<file path="src/rtl/p1305_pkg.sv">
// Shared types and constants for the Poly1305 MAC engine.
// No dependencies.
package p1305_pkg;

  localparam int KEY_W   = 128;
  localparam int HALF_W  = 64;
  localparam int LEN_W   = 5;
  localparam int ACC_W   = 130;
  localparam int H_W     = 131;
  localparam int LIMB_W  = 32;
  localparam int X_W     = 288;
  localparam int FOLD_W  = 132;
  localparam int IDX_W   = 2;

  // Item kinds carried in tuser
  localparam logic OP_ABSORB = 1'b0;
  localparam logic OP_DIGEST = 1'b1;

  // Register indexes
  localparam logic [IDX_W-1:0] REG_R_LOW  = 2'd0;
  localparam logic [IDX_W-1:0] REG_R_HIGH = 2'd1;
  localparam logic [IDX_W-1:0] REG_S_LOW  = 2'd2;
  localparam logic [IDX_W-1:0] REG_S_HIGH = 2'd3;

  // Standard r clamp mask
  localparam logic [KEY_W-1:0] CLAMP_MASK = 128'h0ffffffc0ffffffc0ffffffc0fffffff;

  // Largest block length in bytes
  localparam logic [LEN_W-1:0] MAX_LEN = 5'd16;

  // Datapath commands from the controller
  typedef struct packed {
    logic       load;    // absorb start: h = acc + padded block, clear product
    logic       mac;     // one 32x32 partial product
    logic [2:0] mac_i;   // accumulator limb
    logic [1:0] mac_j;   // r limb
    logic       fold;    // x = x mod 2^130 + 5 * (x >> 130)
    logic       reduce;  // final conditional subtraction of p, write acc
    logic       digest;  // tag = acc + s, clear acc
  } p1305_cmd_t;

endpackage

</file>
<file path="src/rtl/p1305_keys.sv">
// Key register file: r and s halves written through the config port.
// Depends on p1305_pkg.
module p1305_keys (
  input  logic                          clk,
  input  logic                          rst,
  input  logic                          cfg_we,
  input  logic [p1305_pkg::IDX_W-1:0]   cfg_index,
  input  logic [p1305_pkg::HALF_W-1:0]  cfg_wdata,
  output logic [p1305_pkg::KEY_W-1:0]   r_key,
  output logic [p1305_pkg::KEY_W-1:0]   s_key
);
  import p1305_pkg::*;

  logic [HALF_W-1:0] r_low, r_high, s_low, s_high;

  // Register writes
  always_ff @(posedge clk) begin
    if (rst) begin
      r_low  <= '0;
      r_high <= '0;
      s_low  <= '0;
      s_high <= '0;
    end else if (cfg_we) begin
      case (cfg_index)
        REG_R_LOW:  r_low  <= cfg_wdata;
        REG_R_HIGH: r_high <= cfg_wdata;
        REG_S_LOW:  s_low  <= cfg_wdata;
        REG_S_HIGH: s_high <= cfg_wdata;
        default: ;
      endcase
    end
  end

  // r is clamped on the way out
  assign r_key = {r_high, r_low} & CLAMP_MASK;
  assign s_key = {s_high, s_low};

endmodule

</file>
<file path="config.mk">
export PLATFORM = sky130hd
export DESIGN_NAME = p1305_keys
export DESIGN_NICKNAME = d
export VERILOG_FILES = /design/src/rtl/p1305_pkg.sv /design/src/rtl/p1305_keys.sv
export SDC_FILE = /design/constraint.sdc
export NUM_CORES = 1
export LEC_CHECK = 0
export BUFFER_PORTS_ARGS = -buffer_cell sky130_fd_sc_hd__buf_2
export CORE_MARGIN = 2
export CORE_UTILIZATION = 34
export CTS_CLUSTER_DIAMETER = 80
export DETAILED_ROUTE_END_ITERATION = 6
export GPL_TIMING_DRIVEN = 0
export SLEW_MARGIN = 20
export SYNTH_ARGS = -nofsm -noshare
export SYNTH_HDL_FRONTEND = slang
export SYNTH_SLANG_ARGS = --single-unit
</file>
<file path="constraint.sdc">
create_clock -name clk -period 1.7 [get_ports clk]
set_clock_uncertainty 0.2 [all_clocks]
set_input_delay 0.085 -clock clk [delete_from_list [all_inputs] [get_ports clk]]
set_output_delay 0.085 -clock clk [all_outputs]
set_load 0.005 [all_outputs]
</file>
## Word-level counts from Yosys, hierarchy flattened

Cells that the tools add are included.

| cells by class | value |
|---|---|
| reductions and logical operators | 5 |
| divide/modulo/power cells | 0 |
| shift operators | 0 |
| bitwise operators | 0 |
| multiply operators | 0 |
| $add $sub $neg | 0 |
| mux-type cells | 0 |
| magnitude comparators | 0 |
| eq/ne operators | 3 |

Operators by type and width:

| kind | number |
|---|---|
| $reduce_and 2->1 | 4 |
| $eq 2x2->1 const B | 2 |
| $eq 2x1->1 const B | 1 |
| $logic_not 2->1 | 1 |

| word-level totals | value |
|---|---|
| input port bits | 69 |
| output and inout port bits | 256 |
| memory bits (read-only) | 0 |
| RAM bits | 0 |
| latch bits | 0 |
| register bits after elaboration | 248 |
| memories | 0 |

## Logic depth before layout (Yosys ltp)

| logic depth | value |
|---|---|
| word-level depth | 2 |
| mapped depth | 5 |
| mapped depth without buffers | 2 |

## Worst setup path before layout

No wires, ideal clock.

| path | value |
|---|---|
| kind | input port to flip-flop |
| from | in rst |
| to | reg s_high[10] |
| path slack | 503 ps |
| path buffers | 3 |
| cell stages on the path | 5 |
| library setup time | 126 ps |
| data arrival time | 870 ps |
| data required time | 1374 ps |
| cells stage by stage | buf_2 -> clkbuf_1 -> clkbuf_1 -> nand2b_1 -> mux2i_1 |

RTL lines:

| what | line | text |
|---|---|---|
| from (decl) | p1305_keys.sv:5 | `input logic rst,` |
| to (signal assigned) | p1305_keys.sv:28 | `REG_S_HIGH: s_high <= cfg_wdata;` |
| to (decl) | p1305_keys.sv:14 | `logic [HALF_W-1:0] r_low, r_high, s_low, s_high;` |

## Final worst setup path

| path | value |
|---|---|
| from | in cfg_index[0] in the netlist's numbering |
| to | reg s_high[63] |

| on the way | value |
|---|---|
| word-level cells in the longest chain between the ends | 2 |

Ends and longest elaborated chain:

| what | line | text |
|---|---|---|
| from (decl) | p1305_keys.sv:7 | `input logic [p1305_pkg::IDX_W-1:0] cfg_index,` |
| $eq 2x2->1 | p1305_keys.sv:24 | `case (cfg_index)` |
| $reduce_and 2->1 (no line) | -- |  |

Every way passes these cells.
A chain may end at the register's enable or synchronous reset.

==> summary.md <==
| Metric | Value |
|---|---|
| Status | `complete, no violations` |
| Critical path type | `in2reg` |
| Root Buffer | `clkbuf_16` |
| CP required | `1.97 ns` |
| Measured slew at the worst slew-check pin | `0.730 ns` |
| Cell mode on critical path | `dlygate4sd3_1` |
| Unique masters post-synth | `14` |
| CP Launch Type | `input port` |
| DRC | `0` |
| First drt pass iteration count | `4` |
| Rel. slew slack | `0.513` |
| Mapped Avg Cell Area | `11.0 µm²` |
| Final HPWL DP | `20.4 mm` |
| WL/cell | `17.3 µm` |
| Cell-by-cell trace of the critical path | `dlygate4sd3_1 > buf_2 > nand3_1 > buf_4 > mux2i_1 > dlygate4sd3_1` |
| Hold/Removal Path Class | `in2reg` |
| Dpl cells | `1549` |
| Unrepaired setup endpoints after global routing | `false` |
| Post-synth top cells | `298 x nand2b_1, 234 x dfxtp_1, 234 x mux2i_1` |
| PD cells | `982 nW/µm²` |
| CTS H-tree lvls | `1` |
| Cell Area, Synth | `9420 µm²` |
| Peak fanout along the critical path | `10` |
| Initial antenna violation count | `0` |
| Arr. time, crit path | `1.89 ns` |
| Num ports | `325` |
| Pleak | `0.00669 µW` |
| Sw frac | `0.230` |
| Clock Power Share | `0.451` |
| HP Start | `rst` |
| Yosys top cell by area | `dfxtp_1` |
| Combinational share of power | `0.098` |
| Finished Cell Area | `13000 µm²` |
| Inserted Clock Buffers | `26` |
| Drt total wl | `28.8 mm` |
| Drt first-iter violations | `245` |
| Largest net degree at the start of global routing | `13` |
| Worst r2r src | `s_high[63]$_SDFFE_PP0P_` |
| Die footprint | `29000 µm²` |
| Initial Util | `0.348` |
| Row Count | `60` |
| Int Power | `9850 µW` |
| Port buffer count | `301` |
| Crit. Startpoint | `cfg_index[0]` |
| Main synth FF type | `dfxtp_1` |
| Via/cell ratio | `4.38` |
| Most numerous cell in the Yosys netlist | `nand2b_1` |
| Fin crit share | `0.955` |
| Routed vias | `7292` |
| Slowest cell delay on critical path | `0.58 ns` |
| Synth warn | `0` |
| ANT nets after route | `0` |
| Area Overhead vs Synth | `38.4%` |
| Fillers | `2559` |
| GRT Util Overall | `0.191` |
| FMAX | `616 MHz` |
| Ant diodes | `0` |
| Slowest-stage cell, CP | `dlygate4sd3_1` |
| Number of enable flip-flop cells after synthesis | `0` |
| Sink Count | `234` |
| Register area share after synthesis | `0.497` |
| Die height | `170 µm` |
| Grt total ovfl | `0` |
| Post-synthesis cell count | `855` |
| Flop pwr share | `0.452` |
| Footprint of the multi-input gates | `4350 µm²` |
| Vias in the first global route | `7344` |
| Final core utilization | `0.481` |
| Async S/R FF share, synth | `0` |
| Clock Latency Late Sink | `0.51 ns` |
| Clk slew on worst S/H paths | `0.06 ns` |
| Placer Congestion | `0.780` |
| Nets | `1343` |
| First-pass GRT wire length | `42.9 mm` |
| Max-cap violation count | `0` |
| CTS tree | `done` |
| Top post-synthesis cells by area | `dfxtp_1 50%, mux2i_1 25%, nand2b_1 20%, buf_4 2.4%, clkbuf_1 1.3%` |
| FF/Latch Area | `4680 µm²` |
| Flops & latches, synth | `234` |
| Post-layout minimum cycle time | `1.62 ns` |
| Worst Setup End Kind | `flip-flop` |
| Final setup fails | `0` |
| Die span in x | `170 µm` |
| Share of cells above drive strength 1 | `0.303` |
| Clock Path Buffers | `3` |
| Worst VDD drop | `0.684 mV` |
| Core area | `27100 µm²` |
| Pins Over Slew Limit | `0` |
| Cell Area, Placed | `11500 µm²` |
| Synth top area share | `0.497` |
| Hold Fails Final Rpt | `0` |
| Net Switching | `2950 µW` |
| Layout Cells excl Fill | `1664` |
==> area by class of cell <==
cell class / instances / share of cell area
sequential: 234 / 0.359
multi-input combinational: 561 / 0.334
timing repair buffer: 370 / 0.169
clock buffer: 39 / 0.0584
tap: 372 / 0.0357
buffer: 81 / 0.0356
clock inverter: 7 / 0.00864
==> through the flow <==
stage          TNS [ns]  total power [µW]  hold slack, ns  worst slack [ns]
4_1_cts               0             12900           0.173            0.0176
6_report              0             12800           0.179            0.0770
5_1_grt               0             13300           0.211            0.0245
3_5_place_dp     -59.38              7030           0.181            -0.448
2_1_floorplan         0              6520          0.0609             0.503
3_3_place_gp     -56.70              7020           0.174            -0.420
==> repair_timing <==
action / in CTS / in global routing
setup buffers: 0 / 0
hold buffers: 69 / 0
endpoints found under the hold margin: 234 / 0
gates resized for setup: 0 / 2
setup endpoints to repair: 0 / 1
==> placed cells by master, fill, tap and decap left out, drive strengths merged <==
master	count
clkinv	3
nand3b	2
nand2b	298
clkbuf	71
dfxtp	234
nor3b	1
clkinvlp	1
conb	22
buf	350
dlygate4sd3	69
nand3	1
mux2i	234
or3b	1
and3b	2
bufinv	3
==> power by group through the flow <==
stage               Combinational, µW  Clock, µW  Sequential, µW
floorplan                         608          0            5910
global placement                 1130          0            5890
detailed placement               1140          0            5900
CTS                              1270       5900            5780
global route                     1360       6120            5800
finish                           1250       5770            5780
==> per-layer routing <==
layer	GRT usage	vias up	routed length, µm
met4	0.0438	0	546
met2	0.325	246	13400
met1	0.241	3414	12900
met5	0	-	0
met3	0.0495	39	1930
li1	-	3593	-
==> cell families (layout without fill, tap and decap cells) <==
group | count (synthesis) | after routing | share of synthesized area
buffers and inverters | 81 | 497 | 0.0490
DFF | 234 | 234 | 0.497
muxes | 234 | 234 | 0.249
other | 1 | 22 | 0.000398
and+or+nand+nor | 305 | 305 | 0.204
==> final timing paths <==
kind         slack (ns)                       to  cells past startpoint
max                0.08  s_high[63]$_SDFFE_PP0P_                      6
min                0.18  r_high[22]$_SDFFE_PP0P_                      4
max reg2reg        0.34  s_high[63]$_SDFFE_PP0P_                      3
min reg2reg        0.27   s_low[31]$_SDFFE_PP0P_                      2
==> critical path: cells and delay by family <==
| kind | cells | cell delay [ns] |
|---|---|---|
| buffers and inverters | 4 | 1.50 |
| multiplexers | 1 | 0.22 |
| AND/OR/NAND/NOR | 1 | 0.08 |
==> state kept, by name, summed over array words and instances (netlist names) <==
name    cells
s_high     64
s_low      64
r_low      54
r_high     52
(Power assumes the default switching activity.)
