**config.mk**
```make
export PLATFORM = sky130hd
export DESIGN_NAME = p1305_ctrl
export DESIGN_NICKNAME = d
export VERILOG_FILES = /design/src/rtl/p1305_pkg.sv /design/src/rtl/p1305_ctrl.sv
export SDC_FILE = /design/constraint.sdc
export NUM_CORES = 1
export LEC_CHECK = 0
export BUFFER_PORTS_ARGS = -buffer_cell sky130_fd_sc_hd__buf_2
export CAP_MARGIN = 20
export CORE_AREA = 2 2 39 41
export CTS_CLUSTER_DIAMETER = 30
export CTS_CLUSTER_SIZE = 28
export DETAILED_ROUTE_END_ITERATION = 7
export DIE_AREA = 0 0 41 43
export GPL_TIMING_DRIVEN = 0
export SLEW_MARGIN = 20
export SYNTH_ARGS = -nofsm -noshare
export SYNTH_HDL_FRONTEND = slang
export SYNTH_SLANG_ARGS = --single-unit
```
**constraint.sdc**
```tcl
create_clock -name clk -period 1.7 [get_ports clk]
set_input_delay 0.51 -clock clk [delete_from_list [all_inputs] [get_ports clk]]
set_output_delay 0.51 -clock clk [all_outputs]
set_load 0.01 [all_outputs]
```
**src/rtl/p1305_pkg.sv**
```systemverilog
// Shared types and constants for the Poly1305 MAC engine.
// No dependencies.
package p1305_pkg;

  localparam int KEY_W   = 128;
  localparam int HALF_W  = 64;
  localparam int LEN_W   = 5;
  localparam int ACC_W   = 130;
  localparam int H_W     = 131;
  localparam int LIMB_W  = 32;
  localparam int X_W     = 288;
  localparam int FOLD_W  = 132;
  localparam int IDX_W   = 2;

  // Item kinds carried in tuser
  localparam logic OP_ABSORB = 1'b0;
  localparam logic OP_DIGEST = 1'b1;

  // Register indexes
  localparam logic [IDX_W-1:0] REG_R_LOW  = 2'd0;
  localparam logic [IDX_W-1:0] REG_R_HIGH = 2'd1;
  localparam logic [IDX_W-1:0] REG_S_LOW  = 2'd2;
  localparam logic [IDX_W-1:0] REG_S_HIGH = 2'd3;

  // Standard r clamp mask
  localparam logic [KEY_W-1:0] CLAMP_MASK = 128'h0ffffffc0ffffffc0ffffffc0fffffff;

  // Largest block length in bytes
  localparam logic [LEN_W-1:0] MAX_LEN = 5'd16;

  // Datapath commands from the controller
  typedef struct packed {
    logic       load;    // absorb start: h = acc + padded block, clear product
    logic       mac;     // one 32x32 partial product
    logic [2:0] mac_i;   // accumulator limb
    logic [1:0] mac_j;   // r limb
    logic       fold;    // x = x mod 2^130 + 5 * (x >> 130)
    logic       reduce;  // final conditional subtraction of p, write acc
    logic       digest;  // tag = acc + s, clear acc
  } p1305_cmd_t;

endpackage

```
**src/rtl/p1305_ctrl.sv**
```systemverilog
// Controller: sequences block absorb (load, 20 partial products, two folds,
// final reduction) and digest; owns the handshakes. Depends on p1305_pkg.
module p1305_ctrl (
  input  logic                    clk,
  input  logic                    rst,
  input  logic                    s_tvalid,
  input  logic                    s_op,
  output logic                    s_tready,
  output logic                    m_tvalid,
  input  logic                    m_tready,
  output p1305_pkg::p1305_cmd_t   cmd
);
  import p1305_pkg::*;

  localparam logic [2:0] ST_IDLE   = 3'd0;
  localparam logic [2:0] ST_MAC    = 3'd1;
  localparam logic [2:0] ST_FOLD1  = 3'd2;
  localparam logic [2:0] ST_FOLD2  = 3'd3;
  localparam logic [2:0] ST_FINAL  = 3'd4;
  localparam logic [2:0] ST_DIGEST = 3'd5;

  localparam logic [2:0] LAST_I = 3'd4;
  localparam logic [1:0] LAST_J = 2'd3;

  logic [2:0] state, state_next;
  logic [2:0] cnt_i, cnt_i_next;
  logic [1:0] cnt_j, cnt_j_next;
  logic       accept;
  logic       out_free;

  assign s_tready = (state == ST_IDLE) && !rst;
  assign accept   = s_tvalid && s_tready;
  assign out_free = !m_tvalid || m_tready;

  // Next state and commands
  always_comb begin
    state_next = state;
    cnt_i_next = cnt_i;
    cnt_j_next = cnt_j;
    cmd        = '0;
    cmd.mac_i  = cnt_i;
    cmd.mac_j  = cnt_j;
    case (state)
      ST_IDLE: begin
        if (accept) begin
          cnt_i_next = '0;
          cnt_j_next = '0;
          if (s_op == OP_DIGEST) begin
            state_next = ST_DIGEST;
          end else begin
            cmd.load   = 1'b1;
            state_next = ST_MAC;
          end
        end
      end
      ST_MAC: begin
        cmd.mac    = 1'b1;
        cnt_j_next = cnt_j + 2'd1;
        if (cnt_j == LAST_J) begin
          cnt_i_next = cnt_i + 3'd1;
          if (cnt_i == LAST_I) state_next = ST_FOLD1;
        end
      end
      ST_FOLD1: begin
        cmd.fold   = 1'b1;
        state_next = ST_FOLD2;
      end
      ST_FOLD2: begin
        cmd.fold   = 1'b1;
        state_next = ST_FINAL;
      end
      ST_FINAL: begin
        cmd.reduce = 1'b1;
        state_next = ST_IDLE;
      end
      ST_DIGEST: begin
        if (out_free) begin
          cmd.digest = 1'b1;
          state_next = ST_IDLE;
        end
      end
      default: state_next = ST_IDLE;
    endcase
  end

  // State and counters
  always_ff @(posedge clk) begin
    if (rst) begin
      state <= ST_IDLE;
      cnt_i <= '0;
      cnt_j <= '0;
    end else begin
      state <= state_next;
      cnt_i <= cnt_i_next;
      cnt_j <= cnt_j_next;
    end
  end

  // Output valid: set by a digest, cleared when the tag is taken
  always_ff @(posedge clk) begin
    if (rst) begin
      m_tvalid <= 1'b0;
    end else if (cmd.digest) begin
      m_tvalid <= 1'b1;
    end else if (m_tready) begin
      m_tvalid <= 1'b0;
    end
  end

endmodule

```
Word-level counts from Yosys, hierarchy flattened
Index checks and enable logic that the tools add are counted.
{"block": "word_totals", "reg_bits": 9, "in_bits": 5, "out_inout_bits": 12}
{"block": "classes", "add_sub_neg": 2, "eq_ne": 11, "mux": 21, "n_reduce_logical": 12}
{"op": "$mux W3", "count": 7}
{"op": "$pmux W3 S5", "count": 1}
{"op": "$mux W1", "count": 10}
{"op": "$eq A3 B3 Y1 const B", "count": 3}
{"op": "$ne A2 B2 Y1 const B", "count": 4}
{"op": "$eq A3 B2 Y1 const B", "count": 2}
{"op": "$pmux W3 S2", "count": 1}
{"op": "$pmux W2 S2", "count": 1}
{"op": "$reduce_and A4 Y1", "count": 1}
{"op": "$reduce_bool A2 Y1", "count": 2}
{"op": "$add A3 B1 Y3 const B", "count": 1}
{"op": "$eq A3 B1 Y1 const B", "count": 1}
{"op": "$logic_not A3 Y1", "count": 1}
{"op": "$reduce_and A3 Y1", "count": 1}
{"op": "$add A2 B1 Y2 const B", "count": 1}
{"op": "$eq A2 B2 Y1 const B", "count": 1}
{"op": "$logic_and A1 B1 Y1", "count": 2}
{"op": "$logic_not A1 Y1", "count": 2}
{"op": "$mux W2", "count": 1}
{"op": "$reduce_and A2 Y1", "count": 1}
{"op": "$reduce_or A2 Y1", "count": 1}
{"op": "$logic_or A1 B1 Y1", "count": 1}

Logic depth before layout (Yosys ltp)
Gate-level depths: netlist of the first run.
{"block": "depth", "ltp_word": 5, "mapped_depth": 5, "depth_no_buf": 5}

Worst setup path before layout of the first run
Ideal clock, no wire load.
{"block": "synth_timing", "kind": "reg-to-output", "start": "reg state[1]", "end": "out cmd[9] (netlist bit)", "arrival_ps": 1311, "path_slack_ps": -121, "path_stages_with_launch": 6, "n_path_buf": 2, "path_cell_list": "dfxtp_1 -> buf_6 -> or2_1 -> clkbuf_2 -> nor3_1 -> and3b_1"}
{"element": "start: declaration", "line_no": "p1305_ctrl.sv:25", "text": "logic [2:0] state, state_next;"}
{"element": "start signal: assignment", "line_no": "p1305_ctrl.sv:93", "text": "state <= state_next;"}
{"element": "end: declaration", "line_no": "p1305_ctrl.sv:11", "text": "output p1305_pkg::p1305_cmd_t cmd"}

==> metrics.md, run 1 <==
| Metric | Value |
|---|---|
| Status | `finished with violations` |
| Failing checks | `negative setup slack` |
| Post-Synth Simple-Gate Area | `0.3017` |
| First-pass GRT wire length | `around 1.9 mm` |
| Vias in the first global route | `435` |
| Starting density of the core | `0.3807` |
| Worst-path cell chain | `or2_4, nor3_4, and3b_1, buf_2` |
| Total wire length | `between 1 and 1.5 mm` |
| ANT cells | `0` |
| CTS root buffer | `clkbuf_4` |
| Fin worst setup slack | `-89.17 ps` |
| Sink Count | `9` |
| FFs w/ async S/R, synth | `0` |
| Worst slew margin relative to its limit | `0.7055` |
| Core ar. | `1384 µm²` |
| RSZ-0062 raised after global routing | `yes` |
| GRT overflow | `0` |
| # placed instances | `96` |
| # setup viols final | `2` |
| P_leak | `~0.00034 µW` |
| Fillers | `approximately 130` |
| Kind of critical path | `register to output pin` |
| Critical Path RT | `around 1200 ps` |
| Largest net degree at the start of global routing | `11` |
| Row cnt | `14` |
| CP Capture Type | `output pin` |
| Die span in y | `roughly 43 µm` |
| Area share of fa/ha/maj cells after synthesis | `0.07126` |
| Worst VDD drop | `0.0004211 V` |
| Max clock buf depth | `2` |
| DRC errors left | `0` |
| Final period util | `1.052` |
| Final setup TNS | `-135.8 ps` |
| Ys Warns | `0` |
| Share of layout cells above drive strength 1 | `0.4286` |
| Synth Area in XOR/XNOR | `0` |
| Critical path origin | `state[1]` |
| Reg2Reg Setup Slack | `250 ps` |
| Syn nets | `72` |
| Via count | `547` |
| Worst skew pair latency | `270 ps` |
| Unique masters post-synth | `28` |
| Synth-to-Final Area Change | `43.94%` |
| Startpoint types | `register` |
| DP Area | `631.9 µm²` |
| Complex-gate fraction of the synthesized area | `0.1639` |
| Worst reg2reg path depth | `4` |
| Final instance area | `758.2 µm²` |
| Reg clk slew, reported paths | `60 ps` |
| Avg Synthesized Cell Area | `around 8 µm²` |
| Reg2reg start | `state[1]` |
| Full die area | `around 1800 µm²` |
| Post-Synthesis Cells | `64` |
| Pwr dens | `726.2 nW/µm²` |
| Max-slew violation count | `0` |
| GRT Overall Usage | `0.1610` |
| Clock skew | `about 1.9 ps` |
| Total CTS buffers | `3` |
| Top Ports | `17` |
| Main flop type after synthesis | `dfxtp_1` |
| Sequential share of the synthesized area | `0.3420` |
| CTS tree | `built` |
| DP HPWL | `~830 µm` |
| Crit path time final | `~1800 ps` |
| CP Capture Point | `cmd[9]` |
| Worst hold path class | `register to register` |
| Most common cell after layout, fill and taps aside | `buf_2` |
| Final hold vios | `0` |
| Critical path arrival | `around 1300 ps` |
| Final cell count without fillers | `107` |
| RR Endpoint | `cnt_i[2]` |
| Initial DRC count | `3` |
| Main combinational cell family by area after synthesis | `simple AND/OR/NAND/NOR gates` |
| DR pass1 iterations | `4` |
| # H-tree levels | `1` |
| CP Max Fanout | `3` |
| Mapped cell area | `526.8 µm²` |
| Vias per cell | `between 5 and 6` |
| PortBufs | `16` |
| Final layout net count | `100` |
| GP Congestion | `0.7787` |
| Initial antenna violation count | `0` |
| Die W | `around 41 µm` |
| Post-synth EDFFs | `0` |
| Routed wire per std cell | `~12 µm` |
| Slew @ Worst Pin | `between 400 and 500 ps` |
| Cts hold-fix bufs | `0` |
| Most frequent cells in the layout | `buf_2 (16), buf_4 (10), o21ai_0 (8)` |
| ANT nets after route | `0` |
| Crit path largest cell delay | `between 300 and 400 ps` |
| FF+latch count, synth | `9` |
| Slowest-stage cell, CP | `dfxtp_2` |
| Fmax achieved | `558.9 MHz` |
| Mux share of post-synthesis cell area | `0.04038` |
| Max_cap viols | `0` |
==> critical path, delay by kind of cell, from the launching register on <==
kind          cells  cell delay (ps)
buf+inv           1              120
flops             1              340
simple gates      3              540
==> worst min-delay path by stage <==
stage	startpoint	to	slack [ps]	depth (start not counted)
floorplan	cnt_j[1]	cnt_j[1]	510	2
global placement	cnt_j[1]	cnt_j[1]	480	2
detailed placement	cnt_j[1]	cnt_j[1]	490	2
CTS	cnt_j[1]	cnt_j[1]	500	2
global route	state[2]	state[1]	480	1
finish	state[2]	state[1]	470	1
==> per-stage QoR <==
step	power, µW	setup slack [ps]	hold WS (ps)	utilization
3_3_place_gp	344.4	-6.089	482.0	0.4566
2_1_floorplan	308.0	0.1968	514.0	-
3_5_place_dp	345.1	-13.70	490.2	0.4566
4_1_cts	523.1	-175.7	502.2	0.5118
5_1_grt	582.0	-153.8	482.4	0.5479
6_report	550.6	-89.17	469.0	0.5479
==> state kept, by name, summed over array words and instances (netlist names) <==
name and flops:
cnt_i 3, state 3, cnt_j 2, m_tvalid 1
==> per-layer routing <==
metal  vias up  wire (µm)  track usage
li1        282          -            -
met1       251        532       0.1909
met2        10        637       0.2219
met3         4         64      0.09424
met4         0         32      0.08000
met5         -          0            0
==> cells in the mapped netlist (2+ instances only) <==
library cell  n  share of area
dfxtp_1       9           0.34
o21ai_0       8          0.076
a21oi_1       5          0.047
nor3_1        5          0.047
ha_1          3          0.071
inv_1         3          0.021
nand3_1       3          0.028
nor2b_1       3          0.036
a31oi_1       2          0.024
nand2_1       2          0.014
nand2b_1      2          0.024
nor2_1        2          0.014
nor3b_1       2          0.028
==> cell type report <==
| cell class | instances | area (µm²) | share of cell area |
|---|---|---|---|
| timing repair buffer | 26 | 167.7 | 0.2211 |
| inverter | 3 | 11.26 | 0.01485 |
| buffer | 2 | 11.26 | 0.01485 |
| multi-input combinational | 47 | 336.6 | 0.4439 |
| sequential | 9 | 185.2 | 0.2442 |
| clock buffer | 4 | 26.28 | 0.03465 |
| tap | 16 | 20.02 | 0.02640 |
==> kinds of logic (layout without fill, tap and decap cells) <==
kind of cell / Yosys count / in the layout
compound gates: 16 / 16
buf+inv: 8 / 35
simple gates: 26 / 26
flops: 9 / 9
fa+ha+maj: 3 / 3
mux: 2 / 2
==> report_power, final <==
| part | internal [µW] | switching, µW | leakage, µW | total [µW] |
|---|---|---|---|---|
| registers | 223 | 12.2 | 0.0000743 | 235 |
| logic | 74.8 | 71.3 | 0.000249 | 146 |
| clock network | 90.8 | 79.1 | 0.0000150 | 170 |
| total | 388 | 163 | 0.000338 | 551 |
==> repair_timing <==
item                                    4_1_cts  5_1_grt
pin swaps                                     3        4
gates resized for setup                       5        6
setup buffers                                 5        5
cloned                                        0        0
endpoints found under the setup margin        5        5
Power figures use the tool's default switching activity.
==> inputs of run 2 (changes only) <==
Settings changed: CAP_MARGIN 20 to 30, CELL_PAD_IN_SITES_DETAIL_PLACEMENT set to 1, CELL_PAD_IN_SITES_GLOBAL_PLACEMENT set to 1, CORE_AREA 2 2 39 41 to not set, CORE_MARGIN set to 2, CORE_UTILIZATION set to 33, DIE_AREA 0 0 41 43 to not set, PLACE_DENSITY_LB_ADDON set to 0.1.
==> run 2 against run 1 <==
Hold slack gained 23 ps; via count up 4.2%; sequential cell count is the same; critical endpoint unchanged; sequential power fell by 3%; combinational power rose by 5%; register-to-register slack got worse by 20 ps; the flow still finishes with violations (negative setup slack).
==> metrics.md, run 2 (same netlist as run 1, synthesis figures left out) <==
| Metric | Value |
|---|---|
| Worst VDD drop | `0.0005440 V (+29%)` |
| CTS root buffer | `clkbuf_4` |
| Crit path largest cell delay | `360 ps (+20 ps)` |
| ANT nets after route | `0 (unchanged)` |
| Vias per cell | `5.278 (+3.2%)` |
| Critical Path RT | `1190 ps (about the same)` |
| Final period util | `1.048 (-0.004262)` |
| Worst skew pair latency | `260 ps (about the same)` |
| P_int | `386.6 µW (-0.36%)` |
| CP Capture Type | `output pin` |
| PortBufs | `16 (unchanged)` |
| Clock power frac | `0.314 (+0.005)` |
| Synth-to-Final Area Change | `42.04%` |
| # setup viols final | `3 (+1)` |
| Share of layout cells above drive strength 1 | `0.4130 (-0.01553)` |
| Routed wire per std cell | `13.65 µm (+15%)` |
| Status | `finished with violations` |
| Clock skew | `1.867 ps (-0.07766 ps)` |
| DRC errors left | `0 (unchanged)` |
| Final layout net count | `101 (+1.0%)` |
| RSZ-0062 raised after global routing | `yes` |
| Max-slew violation count | `0 (unchanged)` |
| GRT overflow | `0 (unchanged)` |
| CP Max Fanout | `5 (+2)` |
| GP Congestion | `0.6667 (-14%)` |
| First-pass GRT wire length | `2.373 mm (+27%)` |
| Sw frac | `0.3059 (+0.01062)` |
| Final cell count without fillers | `108 (+0.93%)` |
| Die span in y | `43.95 µm (+2.2%)` |
| Failing checks | `negative setup slack` |
| Fmax achieved | `561.2 MHz (+0.41%)` |
| Initial DRC count | `9 (+6)` |
| Slowest-stage cell, CP | `dfxtp_4` |
| DP HPWL | `958.2 µm (+16%)` |
| Total wire length | `1.474 mm (+16%)` |
| Startpoint types | `register` |
| Crit path time final | `1782 ps (-7.245 ps)` |
| Max_cap viols | `0 (unchanged)` |
| Reg clk slew, reported paths | `70 ps (about the same)` |
| Row cnt | `14 (unchanged)` |
| Worst slew margin relative to its limit | `0.7001 (-0.005361)` |
| Worst hold path class | `register to register` |
| Vias in the first global route | `524 (+20%)` |
| Worst-path cell chain | `or2_4, nor3_4, and3b_1, buf_2` |
| Slew @ Worst Pin | `449.8 ps (+8.041 ps)` |
| Die W | `43.95 µm (+7.2%)` |
| Cts hold-fix bufs | `0 (unchanged)` |
| Core ar. | `1506 µm² (+8.9%)` |
| Largest net degree at the start of global routing | `11 (unchanged)` |
| Top Ports | `17 (unchanged)` |
| # placed instances | `96 (unchanged)` |
| Part of the power in registers | `0.411 (-0.015)` |
| Critical path arrival | `1270 ps (about the same)` |
| Most common cell after layout, fill and taps aside | `buf_2` |
| Initial antenna violation count | `0 (unchanged)` |
| Full die area | `1932 µm² (+9.6%)` |
| Final setup TNS | `-100.3 ps (+35.47 ps)` |
| Via count | `570 (+4.2%)` |
| Pwr dens | `744.4 nW/µm² (+2.5%)` |
| Fin worst setup slack | `-81.92 ps (+7.245 ps)` |
| GRT Overall Usage | `0.1721 (+0.01110)` |
| Comb pwr share | `0.275 (+0.010)` |
| Biggest regs | `cnt_i (3), state (3), cnt_j (2)` |
| DR pass1 iterations | `4 (unchanged)` |
| Sink Count | `9 (unchanged)` |
| Starting density of the core | `0.3497 (-0.03098)` |
| # H-tree levels | `1 (unchanged)` |
| P_leak | `0.0003373 µW (-0.17%)` |
| Kind of critical path | `register to output pin` |
| Total CTS buffers | `3 (unchanged)` |
| Max clock buf depth | `2 (unchanged)` |
| Final hold vios | `0 (unchanged)` |
| ANT cells | `0 (unchanged)` |
| Sw Pwr | `170.4 µW (+4.8%)` |
| Most frequent cells in the layout | `buf_2 (16), buf_4 (12), o21ai_0 (8)` |
| CTS tree | `built` |
==> run 2: cell types whose count changed in the layout (fill, tap and decap cells not counted) <==
cell,before,now
buf_4,10,12
buf_12,1,0
dfxtp_2,1,0
dfxtp_4,1,2
nor2b_1,2,3
nor2b_2,1,0
nor3b_1,0,1
nor3b_2,1,0
==> run 2: layout make-up <==
cell class	count	area, µm²
plain buffers	2	11.26
clock buffers	4	26.28
fillers	190	758.2
inverters	3	11.26
multi-input cells	47	329.1
flip-flops and latches	9	187.7
well taps	16	20.02
repair buffers	27	162.7
==> run 2: final timing paths <==
| check | from | endpoint | slack [ps] | cells after the start |
|---|---|---|---|---|
| max | state[1] | cmd[9] | -80 | 4 |
| min | cnt_j[1] | cnt_j[1] | 490 | 2 |
| max reg2reg | state[1] | cnt_i[2] | 230 | 4 |
| min reg2reg | cnt_j[1] | cnt_j[1] | 490 | 2 |
==> run 2: what timing repair did <==
action                                  4_1_cts  5_1_grt
pin swaps                                     3        3
buffers inserted                              7        4
resized for setup                             8        2
hold endpoints to repair                      0        0
endpoints found under the setup margin        5        5
==> run 2: power by group through the flow <==
stage | Clock (µW) | Combinational [µW] | Sequential [µW]
final | 175 | 153 | 229
after global placement | 0 | 113 | 233
after detailed placement | 0 | 114 | 234
after CTS | 177 | 128 | 228
after global routing | 198 | 167 | 230
after floorplan | 0 | 73.0 | 235
==> run 2: critical path, delay by kind of cell, from the launching register on <==
family	cells	cell delay, ps
buffers and inverters	1	120
DFF	1	360
and+or+nand+nor	3	520
==> run 2: stage by stage <==
stage	util	cell area (µm²)	power, µW	hold slack (ps)	setup WS [ps]
global placement	0.4194	631.9	346.1	485.7	-31.37
floorplan	-	531.8	308.0	514.0	0.1968
global route	0.4967	748.2	595.1	519.8	-150.3
CTS	0.4684	705.7	533.6	496.7	-118.9
finish	0.4967	748.2	557.0	491.9	-81.92
detailed placement	0.4194	631.9	347.2	486.9	-23.79
==> run 2: layer usage <==
metal,GRT usage,share of wire,up-vias
met2,0.2529,0.48,10
met1,0.2386,0.47,273
met3,0.05417,0.038,2
li1,-,-,285
met5,0,0,-
met4,0.05455,0.010,0
